--- src/rtl/touch_panel_event_decoder_core_defines.svh ---
// Assertion macros shared by the touch panel event decoder RTL
`ifndef TOUCH_PANEL_EVENT_DECODER_CORE_DEFINES_SVH
`define TOUCH_PANEL_EVENT_DECODER_CORE_DEFINES_SVH

`ifndef SYNTHESIS
// Property must hold at every clock edge outside reset
`define TPED_ASSERT(lbl, clk, rstn, prop) \
  lbl: assert property (@(posedge clk) disable iff (!rstn) prop) \
    else $error("tped assertion failed");
// Condition must never be true outside reset
`define TPED_NEVER(lbl, clk, rstn, cond) \
  lbl: assert property (@(posedge clk) disable iff (!rstn) !(cond)) \
    else $error("tped forbidden condition seen");
`else
`define TPED_ASSERT(lbl, clk, rstn, prop)
`define TPED_NEVER(lbl, clk, rstn, cond)
`endif

`endif

--- src/rtl/tped_pkg.sv ---
// Shared types, constants and the pad action table of the touch panel event decoder
package tped_pkg;

  // Defaults for the top level parameters
  localparam int BOARD_COUNT_DEF     = 3;
  localparam int ELECTRODE_COUNT_DEF = 12;

  // Internal electrode mask width (largest supported electrode count)
  localparam int EMAX        = 16;
  localparam int QUEUE_DEPTH = 4;

  // Register reset values
  localparam logic [15:0] LONG_PRESS_RST  = 16'd800;
  localparam logic [7:0]  BRIGHT_HIGH_RST = 8'd240;
  localparam logic [7:0]  BRIGHT_LOW_RST  = 8'd15;

  // Register indexes
  localparam logic [1:0] CFG_LONG_PRESS  = 2'd0;
  localparam logic [1:0] CFG_BRIGHT_HIGH = 2'd1;
  localparam logic [1:0] CFG_BRIGHT_LOW  = 2'd2;

  // Action codes
  localparam logic [3:0] ACT_TOGGLE = 4'd10;
  localparam logic [3:0] ACT_DIM    = 4'd11;
  localparam logic [3:0] ACT_CHAND  = 4'd14;
  localparam logic [3:0] ACT_NONE   = 4'd15;

  typedef struct packed {
    logic [15:0] long_press_ms;
    logic [7:0]  bright_high;
    logic [7:0]  bright_low;
  } cfg_t;

  // One sample's worth of work for the back end
  typedef struct packed {
    logic [1:0]      board;
    logic [EMAX-1:0] emit_mask;   // electrodes that produce a result
    logic            chand_dim;   // chandelier result is a dim (else toggle)
    logic            dim_up;
  } entry_t;

  // Per-board pad actions; 14 marks a chandelier pad, 15 an unused pad
  localparam logic [3:0] PAD_TABLE [8][16] = '{
    '{4'd4, 4'd8, 4'd14, 4'd15, 4'd15, 4'd9, 4'd2, 4'd15,
      4'd15, 4'd0, 4'd1, 4'd3, 4'd15, 4'd15, 4'd15, 4'd15},
    '{4'd8, 4'd9, 4'd7, 4'd6, 4'd15, 4'd15, 4'd5, 4'd15,
      4'd15, 4'd12, 4'd14, 4'd12, 4'd15, 4'd15, 4'd15, 4'd15},
    '{4'd8, 4'd9, 4'd6, 4'd7, 4'd15, 4'd15, 4'd5, 4'd15,
      4'd15, 4'd12, 4'd12, 4'd14, 4'd15, 4'd15, 4'd15, 4'd15},
    '{default: 4'd15},
    '{default: 4'd15},
    '{default: 4'd15},
    '{default: 4'd15},
    '{default: 4'd15}
  };

  function automatic logic [3:0] pad_action(input logic [2:0] b, input logic [3:0] e);
    return PAD_TABLE[b][e];
  endfunction

endpackage

--- src/rtl/touch_panel_event_decoder_core.sv ---
// Top level of the touch panel event decoder: configuration registers and unit wiring
//
// Input channel (in_*): one touch sample per transfer, board number, 12-bit
// electrode mask, 32-bit millisecond time and current brightness. Samples
// from a board beyond the board count are dropped without effect.
// Result channel (out_*): one action per transfer, in ascending electrode
// order; out_last marks the final action of a sample. Samples that cause no
// action produce no transfer.
// Configuration (cfg_*): one register write per cycle with cfg_we high.
// Timing: a sample is taken every cycle while the four-entry entry queue
// has room. The back end emits one action per cycle while out_stall is low,
// so a sample with k actions (1 to 8) holds it until all k are out. The first
// action of a sample passes the front stage A and B registers, the queue,
// the back end entry register and the output register before it is valid.
// Reset (synchronous, rst_n low): stored masks cleared, chandelier timer
// idle, registers back to 800 ms, 240 and 15.
// When out_stall is high a valid output register holds; the queue and front
// stages fill and then in_stall rises.

module touch_panel_event_decoder_core import tped_pkg::*; #(
  parameter int BOARD_COUNT     = BOARD_COUNT_DEF,
  parameter int ELECTRODE_COUNT = ELECTRODE_COUNT_DEF
) (
  input  logic        clk,
  input  logic        rst_n,
  input  logic        cfg_we,
  input  logic [1:0]  cfg_index,
  input  logic [15:0] cfg_wdata,
  input  logic        in_valid,
  output logic        in_stall,
  input  logic [1:0]  in_board,
  input  logic [11:0] in_touch_mask,
  input  logic [31:0] in_now_ms,
  input  logic [7:0]  in_brightness,
  output logic        out_valid,
  input  logic        out_stall,
  output logic [3:0]  out_action,
  output logic        out_dim_up,
  output logic        out_last
);

  cfg_t   cfg_r;
  logic   q_push, q_pop, q_full, q_nempty;
  entry_t q_wdata, q_rdata;

  // Configuration registers
  always_ff @(posedge clk) begin
    if (!rst_n) begin
      cfg_r.long_press_ms <= LONG_PRESS_RST;
      cfg_r.bright_high   <= BRIGHT_HIGH_RST;
      cfg_r.bright_low    <= BRIGHT_LOW_RST;
    end else if (cfg_we) begin
      unique case (cfg_index)
        CFG_LONG_PRESS:  cfg_r.long_press_ms <= cfg_wdata;
        CFG_BRIGHT_HIGH: cfg_r.bright_high   <= cfg_wdata[7:0];
        CFG_BRIGHT_LOW:  cfg_r.bright_low    <= cfg_wdata[7:0];
        default: ;
      endcase
    end
  end

  tped_front #(
    .BOARD_COUNT     (BOARD_COUNT),
    .ELECTRODE_COUNT (ELECTRODE_COUNT)
  ) u_front (
    .clk           (clk),
    .rst_n         (rst_n),
    .cfg           (cfg_r),
    .in_valid      (in_valid),
    .in_stall      (in_stall),
    .in_board      (in_board),
    .in_touch_mask (in_touch_mask),
    .in_now_ms     (in_now_ms),
    .in_brightness (in_brightness),
    .q_full        (q_full),
    .q_push        (q_push),
    .q_data        (q_wdata)
  );

  tped_queue u_queue (
    .clk    (clk),
    .rst_n  (rst_n),
    .push   (q_push),
    .wdata  (q_wdata),
    .pop    (q_pop),
    .rdata  (q_rdata),
    .full   (q_full),
    .nempty (q_nempty)
  );

  tped_back u_back (
    .clk        (clk),
    .rst_n      (rst_n),
    .q_nempty   (q_nempty),
    .q_data     (q_rdata),
    .q_pop      (q_pop),
    .out_valid  (out_valid),
    .out_stall  (out_stall),
    .out_action (out_action),
    .out_dim_up (out_dim_up),
    .out_last   (out_last)
  );

endmodule

--- src/rtl/tped_queue.sv ---
// Small FIFO of decoded sample entries between the front and back ends
`include "touch_panel_event_decoder_core_defines.svh"

module tped_queue import tped_pkg::*; (
  input  logic   clk,
  input  logic   rst_n,
  input  logic   push,
  input  entry_t wdata,
  input  logic   pop,
  output entry_t rdata,
  output logic   full,
  output logic   nempty
);

  localparam int AW = $clog2(QUEUE_DEPTH);

  entry_t        slot_r [QUEUE_DEPTH];
  logic [AW-1:0] wr_ptr_r, rd_ptr_r;
  logic [AW:0]   count_r, count_nxt;

  assign full   = (count_r == (AW+1)'(QUEUE_DEPTH));
  assign nempty = (count_r != '0);
  assign rdata  = slot_r[rd_ptr_r];

  // Occupancy
  always_comb begin
    case ({push, pop})
      2'b10:   count_nxt = count_r + 1'b1;
      2'b01:   count_nxt = count_r - 1'b1;
      default: count_nxt = count_r;
    endcase
  end

  always_ff @(posedge clk) begin
    if (!rst_n) begin
      wr_ptr_r <= '0;
      rd_ptr_r <= '0;
      count_r  <= '0;
    end else begin
      if (push) wr_ptr_r <= wr_ptr_r + 1'b1;
      if (pop)  rd_ptr_r <= rd_ptr_r + 1'b1;
      count_r <= count_nxt;
    end
  end

  // Entry storage
  always_ff @(posedge clk) begin
    if (push) slot_r[wr_ptr_r] <= wdata;
  end

  `TPED_ASSERT(a_q_count_range, clk, rst_n, count_r <= (AW+1)'(QUEUE_DEPTH))
  `TPED_NEVER(a_q_pop_empty, clk, rst_n, pop && !nempty)

endmodule

--- src/rtl/tped_front.sv ---
// Front end: accepts samples, finds changed pads, runs the chandelier press timer
`include "touch_panel_event_decoder_core_defines.svh"

module tped_front import tped_pkg::*; #(
  parameter int BOARD_COUNT     = BOARD_COUNT_DEF,
  parameter int ELECTRODE_COUNT = ELECTRODE_COUNT_DEF
) (
  input  logic        clk,
  input  logic        rst_n,
  input  cfg_t        cfg,
  input  logic        in_valid,
  output logic        in_stall,
  input  logic [1:0]  in_board,
  input  logic [11:0] in_touch_mask,
  input  logic [31:0] in_now_ms,
  input  logic [7:0]  in_brightness,
  input  logic        q_full,
  output logic        q_push,
  output entry_t      q_data
);

  localparam logic [EMAX-1:0] EMASK = EMAX'((32'd1 << ELECTRODE_COUNT) - 32'd1);
  // d mod 300 = 4 * ((d >> 2) mod 75) + d[1:0]; quotient by 75 via reciprocal
  localparam logic [29:0] MOD_RECIP = 30'd916259689;  // floor(2^36 / 75)
  localparam logic [7:0]  QUARTER   = 8'd75;
  localparam logic [8:0]  DIM_WIN   = 9'd50;

  typedef struct packed {
    logic [1:0]      board;
    logic [EMAX-1:0] ord_mask;   // ordinary pads pressed
    logic [EMAX-1:0] chand_bit;  // changed chandelier pad
    logic            c_emit;     // chandelier result certain
    logic            c_check;    // chandelier dim subject to the 300 ms grid
    logic            c_dim;
    logic            c_up;
    logic [1:0]      d_lo;
    logic [29:0]     x;          // elapsed time >> 2
  } stage_t;

  logic [ELECTRODE_COUNT-1:0] prior_r [BOARD_COUNT];
  logic [31:0] press_start_r, press_start_nxt;
  logic        press_held_r, press_held_nxt;
  logic        long_on_r, long_on_nxt;
  logic        dir_up_r, dir_up_nxt;

  logic            a_valid_r, b_valid_r;
  stage_t          a_r, b_r, a_nxt;
  logic [23:0]     bq_r;
  logic [59:0]     prod;

  logic            board_ok, accept;
  logic [EMAX-1:0] prior16, mask16, changed, chand_tbl, live_tbl, chand_chg;
  logic [3:0]      act_i;
  logic            chand_press, chand_hit;
  logic [31:0]     elapsed;
  logic            b_done, b_ready;
  logic [29:0]     q75, rem;
  logic [7:0]      r8, rc;
  logic [8:0]      m9;
  logic            in_window;
  logic [EMAX-1:0] emit_mask;

  // Handshake: stage A moves on whenever stage B can take it
  assign b_done   = b_valid_r && ((emit_mask == '0) || !q_full);
  assign b_ready  = !b_valid_r || b_done;
  assign in_stall = a_valid_r && !b_ready;
  assign accept   = in_valid && !in_stall;

  // Classify the sample
  always_comb begin
    board_ok = (32'(in_board) < 32'(BOARD_COUNT));
    prior16  = '0;
    for (int b = 0; b < BOARD_COUNT; b++) begin
      if (32'(in_board) == 32'(b)) prior16 = EMAX'(prior_r[b]);
    end
    mask16  = EMAX'(in_touch_mask) & EMASK;
    changed = mask16 ^ prior16;
    act_i   = ACT_NONE;
    for (int i = 0; i < EMAX; i++) begin
      act_i        = pad_action({1'b0, in_board}, 4'(i));
      chand_tbl[i] = (act_i == ACT_CHAND);
      live_tbl[i]  = (act_i != ACT_CHAND) && (act_i != ACT_NONE);
    end
    // each board has at most one chandelier pad
    chand_chg   = changed & chand_tbl;
    chand_hit   = |chand_chg;
    chand_press = |(chand_chg & mask16);
    elapsed     = in_now_ms - press_start_r;
  end

  // Chandelier press timer
  always_comb begin
    press_start_nxt = press_start_r;
    press_held_nxt  = press_held_r;
    long_on_nxt     = long_on_r;
    dir_up_nxt      = dir_up_r;
    a_nxt           = '0;
    a_nxt.board     = in_board;
    a_nxt.ord_mask  = changed & mask16 & live_tbl;
    a_nxt.chand_bit = chand_chg;
    a_nxt.d_lo      = elapsed[1:0];
    a_nxt.x         = elapsed[31:2];
    if (chand_hit) begin
      if (chand_press) begin
        if (!press_held_r) begin
          // first press: start timing, zero elapsed gives no result
          press_start_nxt = in_now_ms;
          press_held_nxt  = 1'b1;
          long_on_nxt     = 1'b0;
        end else if ((elapsed > {16'd0, cfg.long_press_ms}) && !long_on_r) begin
          long_on_nxt = 1'b1;
          if (in_brightness >= cfg.bright_high)     dir_up_nxt = 1'b0;
          else if (in_brightness <= cfg.bright_low) dir_up_nxt = 1'b1;
          a_nxt.c_emit = 1'b1;
          a_nxt.c_dim  = 1'b1;
          a_nxt.c_up   = dir_up_nxt;
        end else if (long_on_r) begin
          a_nxt.c_check = 1'b1;
          a_nxt.c_dim   = 1'b1;
          a_nxt.c_up    = dir_up_r;
        end
      end else if (press_held_r) begin
        // release: short press toggles
        a_nxt.c_emit   = !long_on_r && (elapsed < {16'd0, cfg.long_press_ms});
        press_held_nxt = 1'b0;
        long_on_nxt    = 1'b0;
      end
    end
  end

  // Press state and stored masks
  always_ff @(posedge clk) begin
    if (!rst_n) begin
      for (int b = 0; b < BOARD_COUNT; b++) prior_r[b] <= '0;
      press_start_r <= '0;
      press_held_r  <= 1'b0;
      long_on_r     <= 1'b0;
      dir_up_r      <= 1'b0;
    end else if (accept && board_ok) begin
      for (int b = 0; b < BOARD_COUNT; b++) begin
        if (32'(in_board) == 32'(b)) prior_r[b] <= mask16[ELECTRODE_COUNT-1:0];
      end
      press_start_r <= press_start_nxt;
      press_held_r  <= press_held_nxt;
      long_on_r     <= long_on_nxt;
      dir_up_r      <= dir_up_nxt;
    end
  end

  // Stage valids
  always_ff @(posedge clk) begin
    if (!rst_n) begin
      a_valid_r <= 1'b0;
      b_valid_r <= 1'b0;
    end else begin
      if (!in_stall) begin
        a_valid_r <= accept && board_ok &&
                     ((a_nxt.ord_mask != '0) || a_nxt.c_emit || a_nxt.c_check);
      end
      if (b_ready) b_valid_r <= a_valid_r;
    end
  end

  // Stage B: quotient of elapsed/4 by 75
  assign prod = 60'(a_r.x) * 60'(MOD_RECIP);

  always_ff @(posedge clk) begin
    if (!in_stall) a_r <= a_nxt;
    if (b_ready) begin
      b_r  <= a_r;
      bq_r <= prod[59:36];
    end
  end

  // Remainder correction and dim grid test
  always_comb begin
    q75       = 30'({bq_r, 6'd0}) + 30'({bq_r, 3'd0}) + 30'({bq_r, 1'b0}) + 30'(bq_r);
    rem       = b_r.x - q75;
    r8        = rem[7:0];
    rc        = (r8 >= QUARTER) ? (r8 - QUARTER) : r8;
    m9        = {rc[6:0], b_r.d_lo};
    in_window = (m9 < DIM_WIN);
    emit_mask = b_r.ord_mask |
                ((b_r.c_emit || (b_r.c_check && in_window)) ? b_r.chand_bit : '0);
  end

  assign q_push           = b_valid_r && (emit_mask != '0) && !q_full;
  assign q_data.board     = b_r.board;
  assign q_data.emit_mask = emit_mask;
  assign q_data.chand_dim = b_r.c_dim;
  assign q_data.dim_up    = b_r.c_up;

  `TPED_NEVER(a_fr_long_without_hold, clk, rst_n, long_on_r && !press_held_r)

endmodule

--- src/rtl/tped_back.sv ---
// Back end: walks the result mask of each entry, one action per cycle while the output is not stalled
`include "touch_panel_event_decoder_core_defines.svh"

module tped_back import tped_pkg::*; (
  input  logic       clk,
  input  logic       rst_n,
  input  logic       q_nempty,
  input  entry_t     q_data,
  output logic       q_pop,
  output logic       out_valid,
  input  logic       out_stall,
  output logic [3:0] out_action,
  output logic       out_dim_up,
  output logic       out_last
);

  entry_t          cur_r;
  logic            cur_valid_r;
  logic            out_valid_r;
  logic [3:0]      out_action_r;
  logic            out_dim_up_r, out_last_r;

  logic [3:0]      idx, tbl, act;
  logic            up, is_last, out_free, fire;
  logic [EMAX-1:0] rest;

  // Lowest pending electrode and its action
  always_comb begin
    idx = '0;
    for (int i = EMAX - 1; i >= 0; i--) begin
      if (cur_r.emit_mask[i]) idx = 4'(i);
    end
    rest    = cur_r.emit_mask & (cur_r.emit_mask - 1'b1);
    is_last = (rest == '0);
    tbl     = pad_action({1'b0, cur_r.board}, idx);
    if (tbl == ACT_CHAND) begin
      act = cur_r.chand_dim ? ACT_DIM : ACT_TOGGLE;
      up  = cur_r.chand_dim && cur_r.dim_up;
    end else begin
      act = tbl;
      up  = 1'b0;
    end
  end

  assign out_free = !out_valid_r || !out_stall;
  assign fire     = cur_valid_r && out_free;
  assign q_pop    = q_nempty && (!cur_valid_r || (fire && is_last));

  always_ff @(posedge clk) begin
    if (!rst_n) begin
      cur_valid_r <= 1'b0;
      out_valid_r <= 1'b0;
    end else begin
      if (q_pop)               cur_valid_r <= 1'b1;
      else if (fire && is_last) cur_valid_r <= 1'b0;
      if (fire)            out_valid_r <= 1'b1;
      else if (!out_stall) out_valid_r <= 1'b0;
    end
  end

  // Current entry and output register
  always_ff @(posedge clk) begin
    if (q_pop)     cur_r <= q_data;
    else if (fire) cur_r.emit_mask <= rest;
    if (fire) begin
      out_action_r <= act;
      out_dim_up_r <= up;
      out_last_r   <= is_last;
    end
  end

  assign out_valid  = out_valid_r;
  assign out_action = out_action_r;
  assign out_dim_up = out_dim_up_r;
  assign out_last   = out_last_r;

  `TPED_ASSERT(a_bk_cur_nonempty, clk, rst_n, cur_valid_r |-> (cur_r.emit_mask != '0))
  `TPED_ASSERT(a_bk_entry_continues, clk, rst_n, (fire && !is_last) |=> cur_valid_r)

endmodule

--- config.mk ---
export PLATFORM = sky130hd
export DESIGN_NAME = touch_panel_event_decoder_core
export DESIGN_NICKNAME = d
export VERILOG_FILES = /design/src/rtl/tped_pkg.sv /design/src/rtl/touch_panel_event_decoder_core.sv /design/src/rtl/tped_queue.sv /design/src/rtl/tped_front.sv /design/src/rtl/tped_back.sv
export VERILOG_INCLUDE_DIRS = /design/src /design/src/rtl
export SDC_FILE = /design/constraint.sdc
export NUM_CORES = 1
export LEC_CHECK = 0
export BUFFER_PORTS_ARGS = -buffer_cell sky130_fd_sc_hd__buf_2
export CAP_MARGIN = 30
export CORE_MARGIN = 1
export CORE_UTILIZATION = 65
export CTS_BUF_LIST = sky130_fd_sc_hd__clkbuf_8 sky130_fd_sc_hd__clkbuf_16
export DETAILED_ROUTE_END_ITERATION = 12
export PLACE_DENSITY_LB_ADDON = 0.3
export SYNTH_ARGS = -nofsm -noshare
export SYNTH_HDL_FRONTEND = slang
export SYNTH_HIERARCHICAL = 1
export SYNTH_SLANG_ARGS = --single-unit
--- constraint.sdc ---
create_clock -name clk -period 16.4 [get_ports clk]
set_input_delay 0.82 -clock clk [delete_from_list [all_inputs] [get_ports clk]]
set_output_delay 0.82 -clock clk [all_outputs]
set_load 0.005 [all_outputs]
After elaboration in Yosys (flattened, before gate mapping). Memories as Yosys holds them, arrays and structs flattened. A register that Yosys moved wholly into a read port is not among the register bits. Index checks and enable logic that the tools add are counted.

Add/subtract/negate cells: 11. Multiply operators: 1. Order comparisons: 10. Equality and inequality tests: 58. Multiplexer cells: 73. Bitwise gates (word level): 14. Reductions and logical operators: 66.

Operators by type and width (number): two-way mux 64 bit (4); inequality test 4 bit, second input constant (32); two-way mux 4 bit (21); two-way mux 16 bit (5); == test 4 bit, second input constant (17); AND 16 bit (3); two-way mux 12 bit (4); multiplier 30 x 30 -> 44 bit, second input constant (1); AND 16 x 12 -> 16 bit (2); greater-than comparator 32 x 16 -> 1 bit (1); logical NOT 16 bit (2); less-than comparator 32 x 16 -> 1 bit (1); nonzero test 16 bit (2); OR reduction 16 bit (2); subtractor 32 bit (1); two-way mux 1 bit (31); logical AND 1 bit (30); adder 8 bit (3); binary-select mux 4 bit (select 4 bit) (1); bitwise OR 16 bit (1); subtractor 16 x 1 -> 16 bit, second input constant (1); XOR 12 x 16 -> 16 bit (1); less-than comparator 9 x 6 -> 1 bit, second input constant (1); >= comparator 4 bit, second input constant (2); other kinds (32) (64).

Register bits: 230. Bits in writable memories: 116. Bits in read-only memories: 1024. Input port bits: 77. Output and inout port bits: 8. Logic and storage cells: 277. Memories: 4.

Memory list: (no name shown) (depth 8, bits a word 64, rd ports 1, clocked after Yosys merged registers in 0, wr ports 0, RTL line tped_pkg.sv:58) `return PAD_TABLE[b][e];`; (no name shown) (depth 8, bits a word 64, rd ports 1, clocked after Yosys merged registers in 0, wr ports 0, RTL line tped_pkg.sv:58); u_queue.slot_r (depth 4, bits a word 20, rd ports 1, clocked after Yosys merged registers in 1, wr ports 1, RTL line tped_queue.sv:17) `entry_t slot_r [QUEUE_DEPTH];`; u_front.prior_r (depth 3, bits a word 12, rd ports 3, clocked after Yosys merged registers in 0, wr ports 3, RTL line tped_front.sv:40) `logic [ELECTRODE_COUNT-1:0] prior_r [BOARD_COUNT];`.

Logic depth before layout (Yosys ltp).
Depth after elaboration: 24. Gate-level depth with buffers: 23. Gate-level depth less buffers: 23.

Hierarchy. Netlist, hierarchy kept.

By module, submodules not included: tped_front (times used 1, cells each 2007, area an instance 20666.1 µm², seq. area each 4194.0 µm²); tped_queue (times used 1, cells each 146, area an instance 3328.2 µm², seq. area each 2582.5 µm²); tped_back (times used 1, cells each 201, area an instance 1951.9 µm², seq. area each 820.8 µm²); touch_panel_event_decoder_core (times used 1, cells each 136, area an instance 1332.5 µm², seq. area each 640.6 µm²).

Worst setup path before layout. No wires, ideal clock.

Path type: register to register. From: register u_front/a_r[17] in the netlist's numbering. To: register u_front.bq_r[7] (data pin). Setup time: 0.260 ns. Arrival time: 6.220 ns. Required time: 16.140 ns. Slack: 9.920 ns. Cell stages (with the launch flop): 22. Path buffers: 0. Period minus slack after synthesis: 6.480 ns. Cell sequence: edfxtp_1 > ha_1 > fa_1 > inv_1 > fa_1 > inv_1 > fa_1 > inv_1 > fa_1 > inv_1 > fa_1 > fa_1 > ha_1 > ha_1 > a21o_1 > a21o_1 > a2111oi_0 > inv_1 > o21ba_2 > a211oi_1 > o21bai_1 > xnor2_1.

Cells in the longest elaborated chain, start to end: 1.

Ends and longest elaborated chain: start: declaration (RTL line tped_front.sv:47) `stage_t a_r, b_r, a_nxt;`; start signal: assignment (RTL line tped_front.sv:168) `if (!in_stall) a_r <= a_nxt;`; multiplier 30 x 30 -> 44 bit (RTL line tped_front.sv:165) `assign prod = 60'(a_r.x) * 60'(MOD_RECIP);`; named net u_front.prod[43] (RTL line tped_front.sv:49) `logic [59:0] prod;`; end signal: assignment (RTL line tped_front.sv:171) `bq_r <= prod[59:36];`; end: declaration (RTL line tped_front.sv:48) `logic [23:0] bq_r;`.

The timed path passes the listed nets, and every way through them passes these cells. A chain may end at the register's enable or synchronous reset.

Worst setup path in the final report.
From: register u_front/a_r[20] in the netlist's numbering. To: register u_front.bq_r[7] (data pin).

The elaborated chain is that of the path after synthesis.

==> flow_summary.json <==
{
  "synthTopCellsByArea": "edfxtp_1 24%, fa_1 21%, ha_1 16%",
  "final_cell_mix": "545 x inv_1, 358 x ha_1, 286 x fa_1",
  "clk_latency_ns": 0.55,
  "numCtsBuffers": 34,
  "period_share_pct": 46.5,
  "synth_edf_count": 221,
  "register_area_um2": 8240,
  "tns_ns": 0,
  "placed_cells": 3051,
  "wl_um": 58900,
  "syn_area_um2": 27300,
  "fin_cells": 3116,
  "antenna_found_initial": 0,
  "dieArea_um2": 42800,
  "grtUsageTotal_pct": 28.7,
  "reg2reg_from": "u_front/a_r[20]$_DFFE_PN_",
  "wl_per_cell_um": 18.9,
  "reg2regPathDepth": 21,
  "core_um2": 41100,
  "min_path_type": "register to register",
  "hold_start": "u_front/a_r[61]$_DFFE_PN_",
  "cts_setup_buffers": 0,
  "final_area_um2": 29200,
  "htree_levels": 2,
  "io_pins": 85,
  "endpoint": "u_front/bq_r[7]$_DFFE_PP_",
  "area_delta_synth_final_pct": 7.16,
  "hpwlAfterDp_um": 45500,
  "worst_slew_margin_rel_pct": 29.4,
  "cap_violations": 0,
  "die_height_um": 207,
  "clock_sinks": 301,
  "worstPathArrival_ns": 7.98,
  "hold_viol_final": 0,
  "end_kind": "register",
  "cts_tree": "done",
  "rows": 74,
  "ant_nets": 0,
  "antennaDiodeCount": 0,
  "cp-startpoint": "u_front/a_r[20]$_DFFE_PN_",
  "hold_buffers": 0,
  "drive_gt1_share_pct": 8.51,
  "synth_top_area_cell": "edfxtp_1",
  "cp-start-kind": "register",
  "clk_pin_slew_worst_paths_ns": 0.06,
  "synth_seq_cells": 301,
  "r2r_setup_slack_ns": 8.77,
  "ctsResizeCount": 0,
  "layout.nets": 3280,
  "setup_violations": 0,
  "slew_violations": 0,
  "synth_cell_type_count": 106,
  "start_util_pct": 66.4,
  "outcome": "complete, no violations",
  "ys_warn_count": 6,
  "syn_inst": 2490,
  "clockBufferDepth": 3,
  "grt_pass1_vias": 19123,
  "crit_required_ns": 16.75,
  "reg2reg_to": "u_front/bq_r[7]$_DFFE_PP_",
  "yosys_most_used_dff": "edfxtp_1",
  "drc": 0,
  "num_vias": 18349,
  "synthArstFlopShare_pct": 0,
  "drtIter0Drc": 1217,
  "fp.dieW_um": 207,
  "grt_overflow": 0,
  "worst_pin_slew_ns": 1.03,
  "drt_first_pass_iters": 7,
  "cts-root-buf": "clkbuf_16",
  "crit_fanout": 9,
  "timing.fmax_mhz": 131,
  "grt_max_degree": 90,
  "syn_avg_cell_area_um2": 11.0,
  "grt_pass1_wl_um": 95400,
  "gp_congestion": 0.945,
  "viasPerCell": 5.89,
  "ys_seq_area_share_pct": 30.2,
  "criticalPathCategory": "register to register",
  "postLayoutCoreUtil_pct": 71.1,
  "detailed_place.area_um2": 28100,
  "num-fill-cells": 2889,
  "layout_commonest_cell": "inv_1",
  "yosysTopAreaCellShare_pct": 24.3,
  "rsz0062_at_grt": "false",
  "port_buffers": 81,
  "fin_crit_ns": 7.63,
  "clock_skew_ns": 0.0197,
  "multiInputGateArea_um2": 16600
}
## per-stage QoR
stage | hold slack, ns | setup WS, ns
after floorplan | 0.400 | 9.92
after global placement | 0.402 | 8.93
after detailed placement | 0.405 | 8.76
final | 0.413 | 8.77
after global routing | 0.425 | 8.48
after CTS | 0.416 | 8.69
## worst max-delay path, stage by stage (launching register included)
cell and delay (ns):
edfxtp_1 0.78, ha_1 0.39, fa_1 0.56, inv_1 0.06
fa_1 0.50, inv_1 0.05, fa_1 0.50, inv_1 0.06
fa_1 0.49, inv_1 0.05, fa_1 0.47, fa_1 0.46
ha_1 0.29, ha_1 0.33, a21o_1 0.20, a21o_1 0.19
a2111oi_0 0.92, inv_1 0.09, o21ba_2 0.25, a211oi_1 0.38
o21bai_1 0.13, xnor2_1 0.27
## synthesized netlist by cell type, types with 8 or more instances
cell	count
inv_1	535
ha_1	358
fa_1	286
edfxtp_1	221
nand2_1	100
a21oi_1	98
dfxtp_1	80
o21ai_0	66
nor2_1	64
xnor2_1	57
nand3_1	54
a21o_1	44
mux2i_1	30
o211ai_1	30
and2_1	28
clkbuf_1	25
nor3_1	25
nor2b_1	24
o21ai_1	23
mux4_2	20
buf_2	19
nand4_1	19
xor2_1	18
o21a_1	17
buf_4	16
nor4_1	12
or3_1	12
nand2b_1	11
a211oi_1	9
a22oi_1	9
nand4b_1	9
buf_6	8
nor3b_1	8
## kinds of logic (layout without fill, tap and decap cells)
kind of cell / after synthesis / in the layout / share of synthesized area, %
xor+xnor: 75 / 75 / 2.41
other cells: 1 / 7 / 0.0137
compound gates: 388 / 388 / 9.70
flops: 301 / 301 / 30.2
buf+inv: 610 / 698 / 8.97
fa+ha+maj: 647 / 647 / 37.5
mux: 53 / 53 / 2.88
simple gates: 415 / 415 / 8.32
## how the worst min path moves through the flow
stage	slack (ns)	endpoint	cells past startpoint
floorplan	0.40	u_front/b_r[31]$_DFFE_PP_	0
global placement	0.40	u_front/q_data[0]$_DFFE_PP_	0
detailed placement	0.40	u_front/b_r[39]$_DFFE_PP_	0
CTS	0.42	u_front/b_r[61]$_DFFE_PP_	0
global route	0.43	u_front/b_r[46]$_DFFE_PP_	0
finish	0.41	u_front/b_r[61]$_DFFE_PP_	0
## area by class of cell
cell class | instances | share of cell area, %
multi-input cells | 1585 | 56.9
flip-flops and latches | 301 | 28.2
inverters | 538 | 6.91
clock buffers | 39 | 3.18
well taps | 532 | 2.28
repair buffers | 99 | 2.01
clock inverters | 22 | 0.492
## state kept, by name, indices dropped and copies added (netlist names), 4 cells and up, named ones only
register / cells
u_front/q_data: 4
u_queue/slot_r: 80
u_front/a_r: 51
u_front/bq_r: 8
u_back/out_action: 4
cfg_r: 32
u_front/b_r: 25
u_front/press_start_r: 32
u_front/prior_r: 27
u_back/cur_r: 20
## metal layers
metal  part of all wire [%]  vias up  track usage (%)
met3                    5.6      115             4.62
met5                      0        -                0
met2                     50      579             49.4
li1                       -     8552                -
met4                    2.8        0             8.99
met1                     42     9103             37.1
Power is left out: the tool's default activity adds up to more than one toggle a clock period on the data nets, which glitch-free logic cannot reach.
